--- config.mk ---
export PLATFORM = sky130hd
export DESIGN_NAME = fbpse_ctrl
export DESIGN_NICKNAME = d
export VERILOG_FILES = /design/src/hw/rtl/fbpse_pkg.sv /design/src/hw/rtl/fbpse_ctrl.sv
export SDC_FILE = /design/constraint.sdc
export NUM_CORES = 1
export LEC_CHECK = 0
export BUFFER_PORTS_ARGS = -buffer_cell sky130_fd_sc_hd__buf_2
export CAP_MARGIN = 0
export CORE_AREA = 5 5 42 44
export CTS_BUF_LIST = sky130_fd_sc_hd__clkbuf_4
export DETAILED_ROUTE_END_ITERATION = 12
export DIE_AREA = 0 0 47 49
export SYNTH_ARGS = -nofsm -noshare
export SYNTH_HDL_FRONTEND = slang
export SYNTH_SLANG_ARGS = --single-unit
--- constraint.sdc ---
create_clock -name clk -period 1.7 [get_ports clk]
set_input_delay 0.17 -clock clk [delete_from_list [all_inputs] [get_ports clk]]
set_output_delay 0.17 -clock clk [all_outputs]
set_load 0.01 [all_outputs]
--- src/hw/rtl/fbpse_pkg.sv ---
// Shared command codes, register indexes, widths and control/status types for the pixel engine.
package fbpse_pkg;

	localparam int MAX_WIDTH_DEF  = 64;
	localparam int MAX_HEIGHT_DEF = 64;

	localparam int CFG_W = 7;                // width of a dimension register
	localparam int PROD_W = 2 * CFG_W;       // width of a dimension product
	localparam int CMP_W = 9;                // wide enough to compare a dimension to a maximum

	localparam logic [2:0] CMD_WRITE  = 3'd0;
	localparam logic [2:0] CMD_READ   = 3'd1;
	localparam logic [2:0] CMD_CLEAR  = 3'd2;
	localparam logic [2:0] CMD_LEFT   = 3'd3;
	localparam logic [2:0] CMD_RIGHT  = 3'd4;
	localparam logic [2:0] CMD_UP     = 3'd5;
	localparam logic [2:0] CMD_DOWN   = 3'd6;
	localparam logic [2:0] CMD_UNUSED = 3'd7;

	localparam logic [0:0] REG_WIDTH  = 1'b0;
	localparam logic [0:0] REG_HEIGHT = 1'b1;

	typedef struct packed {
		logic capture;     // latch the incoming transaction
		logic mul_prod;    // register width times (row or height)
		logic mul_off;     // register the shift offset
		logic walk_start;  // load the walk counters
		logic walk_step;   // advance the walk counters
		logic pix_go;      // single pixel read or write
		logic rd_go;       // read the source pixel of a shift
		logic wr_go;       // write the destination pixel of a walk
		logic out_load;    // load the result register
	} ctl_cmd_t;

	typedef struct packed {
		logic is_pix;
		logic bad;
		logic clear_op;
		logic wh_zero;
		logic last;
		logic out_free;
	} dp_stat_t;

endpackage

--- src/hw/rtl/fbpse_ctrl.sv ---
// Controller state machine of the pixel engine: sequences setup, pixel access and store walks.
module fbpse_ctrl (
	input  logic                clk,
	input  logic                arst_n,
	input  logic                in_valid,
	output logic                in_stall,
	input  fbpse_pkg::dp_stat_t stat,
	output fbpse_pkg::ctl_cmd_t ctl
);

	localparam logic [3:0] ST_INIT   = 4'd0;
	localparam logic [3:0] ST_IDLE   = 4'd1;
	localparam logic [3:0] ST_SETUP  = 4'd2;
	localparam logic [3:0] ST_SETUP2 = 4'd3;
	localparam logic [3:0] ST_PIX    = 4'd4;
	localparam logic [3:0] ST_RD     = 4'd5;
	localparam logic [3:0] ST_WR     = 4'd6;
	localparam logic [3:0] ST_CLR    = 4'd7;
	localparam logic [3:0] ST_DONE   = 4'd8;

	logic [3:0] state_q, state_nx;

	always_ff @(posedge clk or negedge arst_n) begin
		if (!arst_n)
			state_q <= ST_INIT;
		else
			state_q <= state_nx;
	end

	assign in_stall = (state_q != ST_IDLE);

	always_comb begin
		state_nx = state_q;
		ctl      = '0;
		case (state_q)
			ST_INIT: begin
				ctl.wr_go     = 1'b1;
				ctl.walk_step = 1'b1;
				if (stat.last)
					state_nx = ST_IDLE;
			end
			ST_IDLE: begin
				if (in_valid) begin
					ctl.capture = 1'b1;
					state_nx    = ST_SETUP;
				end
			end
			ST_SETUP: begin
				ctl.mul_prod = 1'b1;
				if (stat.bad)
					state_nx = ST_DONE;
				else if (stat.is_pix)
					state_nx = ST_PIX;
				else
					state_nx = ST_SETUP2;
			end
			ST_SETUP2: begin
				ctl.mul_off = 1'b1;
				if (stat.wh_zero) begin
					state_nx = ST_DONE;
				end else begin
					ctl.walk_start = 1'b1;
					state_nx = stat.clear_op ? ST_CLR : ST_RD;
				end
			end
			ST_PIX: begin
				ctl.pix_go = 1'b1;
				state_nx   = ST_DONE;
			end
			ST_RD: begin
				ctl.rd_go = 1'b1;
				state_nx  = ST_WR;
			end
			ST_WR: begin
				ctl.wr_go     = 1'b1;
				ctl.walk_step = 1'b1;
				state_nx      = stat.last ? ST_DONE : ST_RD;
			end
			ST_CLR: begin
				ctl.wr_go     = 1'b1;
				ctl.walk_step = 1'b1;
				if (stat.last)
					state_nx = ST_DONE;
			end
			ST_DONE: begin
				if (stat.out_free) begin
					ctl.out_load = 1'b1;
					state_nx     = ST_IDLE;
				end
			end
			default: begin
				state_nx = ST_IDLE;
			end
		endcase
	end

endmodule

==> results_dict.tcl <==
set metrics [dict create \
    status "finished clean" \
    final_layout_size_suffix_gt1_share_pct 44.4 \
    grt_pass1_vias 402 \
    finClkSkew_ns 0.00719 \
    wl_per_cell_um 12.0 \
    place.detailed.hpwl_um 777 \
    coreArea_mm2 0.00140 \
    tns_ns 0 \
    ys.flop_type "dfrtp_1" \
    grtUsageTotal_pct 10.3 \
    start_util_pct 26.1 \
    port_buffers 18 \
    netlist_instances 49 \
    dr_total_vias 446 \
    drc 0 \
    dp_slack_ns 0.168 \
    drtIter0Drc 14 \
    std_cell_rows 14 \
    dr.pass1.iters 4 \
    hold_depth 3 \
    numCtsBuffers 3 \
    syn_avg_cell_area_um2 7.46 \
    clk_latency_ns 0.24 \
    syn_to_final_growth_pct 51.4 \
    synth.distinct_cells 26 \
    required_ns 1.53 \
    grt_overflow 0 \
    place_area_um2 489 \
    fin_cells 88 \
    syn_area_um2 365 \
    r2r_cells 3 \
    io_pins 19 \
    relSlewSlack_pct 77.2 \
    synth-edff-count 0 \
    vias_per_cell 5.07 \
    cp.arrival_ns 1.52 \
    ant_nets 0 \
    p_leak_nw 0.287 \
    antenna_found_initial 0 \
    finalCritPeriodShare_pct 99.3 \
    fin_util_pct 39.5 \
    htreeDepth 1 \
    nets 83 \
    worstSetupPathType "reg -> out" \
    yosys_warnings 0 \
    tightest_slew_ns 0.339 \
    clockBufferDepth 2 \
    rsz0062_at_grt "yes" \
    netlist.area_leader.share_pct 27.4 \
    synth_common_cells "5 x nor2_1, 5 x nor3_1, 4 x dfrtp_1" \
    ys_ff_latch 4 \
    min_period_ns 1.69 \
    ys_seq_area_share_pct 27.4 \
    regMostFlops "state_q" \
    cts.sinks 4 \
    grt_pass1_wl_um 1730 \
    power.density_mw_per_mm2 1700 \
    cts_tree "built" \
    die_w_um 47 \
    end_kind "output pin" \
    worst_slack_ns 0.0117 \
    clk_pin_slew_ns 0.04 \
    synth.area.top_cells "dfrtp_1 27%, nor3_1 6.8%, nand2b_1 5.1%" \
    fmax_mhz 592 \
    root_buffer "clkbuf_4" \
    dp.cells 83 \
    reg_top3 "state_q x4" \
    min_path_type "in -> reg" \
    grt_max_degree 13 \
    gp_congestion 0.699 \
    largest_reg_flops 4 \
    async_flop_share_pct 100 \
    synth_largest_area_cell "dfrtp_1" \
    die_h_um 49 \
    dieArea_mm2 0.00230 \
    syn-num-nets 58 \
    diodes 0 \
    maxSlewViolCount 0 \
    peakVddDrop_mv 0.465 \
    crit_path_start_kind "flip-flop" \
    critPathMaxFanout 4 \
    finalHoldViolCount 0 \
    drt-total-wl_um 1060 \
    finalSetupViolCount 0 \
    maxCapViolCount 0 \
    stdcell_area_um2 553 \
]
-- layout make-up --
type / count / area [µm²]
Sequential cell: 4 / 100
Multi-Input combinational cell: 37 / 250
Inverter: 3 / 11.3
Timing Repair Buffer: 25 / 149
Clock buffer: 3 / 22.5
Fill cell: 157 / 848
Tap cell: 16 / 20.0
-- cell families (layout without fill, tap and decap cells) --
logic type      count (synthesis)  count (layout)  share of synthesized area [%]
compound gates                 12              12                           21.9
flops                           4               4                           27.4
simple gates                   24              24                           38.4
mux                             1               1                           2.74
buf+inv                         8              31                           9.59
-- repair_timing --
action                     4_1_cts  5_1_grt
hold endpoints to repair         4        0
gates resized for setup          0        5
hold buffers                     1        0
buffers inserted                 0        1
setup endpoints to repair        0        4
-- per-layer routing --
layer	vias up	GRT usage, %	share of wire [%]	wire, µm
met2	13	15.8	52	549
met5	-	0	0	0
met4	0	6.91	2.1	22
met1	207	11.5	40	423
li1	223	-	-	-
met3	3	3.32	6.0	63
-- worst max-delay path: stages (launching register included) --
cell and delay, ns:
dfrtp_1 0.39, buf_6 0.13, nand2b_4 0.13, or3_4 0.39, nor2_2 0.11, buf_2 0.13
-- per-stage QoR --
stage          power, mW  hold slack, ns
6_report           0.939           0.205
5_1_grt             1.03           0.211
4_1_cts            0.877           0.203
3_5_place_dp       0.747         -0.0226
3_3_place_gp       0.750         -0.0224
2_1_floorplan      0.562          -0.126
-- cell usage in the layout (no fill, tap or decap), types with 3 or more instances in the layout --
| cell type | n |
|---|---|
| buf_4 | 5 |
| nor2_1 | 4 |
| buf_2 | 18 |
| nor3_1 | 4 |
| dfrtp_1 | 4 |
| clkbuf_4 | 3 |
| inv_1 | 3 |
| a21oi_1 | 3 |
-- power breakdown --
group	total [mW]	internal [mW]	switching (mW)
clock network	0.123	0.0793	0.0435
registers	0.160	0.137	0.0230
logic	0.657	0.311	0.347
total	0.939	0.526	0.413
-- path summary, 6_finish.rpt --
| path | from | endpoint | slack, ns |
|---|---|---|---|
| setup reg to reg | state_q[0] | state_q[0] | 0.16 |
| min in group asynchronous | arst_n | state_q[1] | 0.26 |
| hold reg to reg | state_q[0] | state_q[2] | 0.73 |
| hold / removal | stat[5] | state_q[2] | 0.21 |
| setup / recovery | state_q[1] | ctl[8] | 0.01 |
| max in group asynchronous | arst_n | state_q[3] | 1.32 |
No activity file was read; power rests on OpenSTA's default activity.
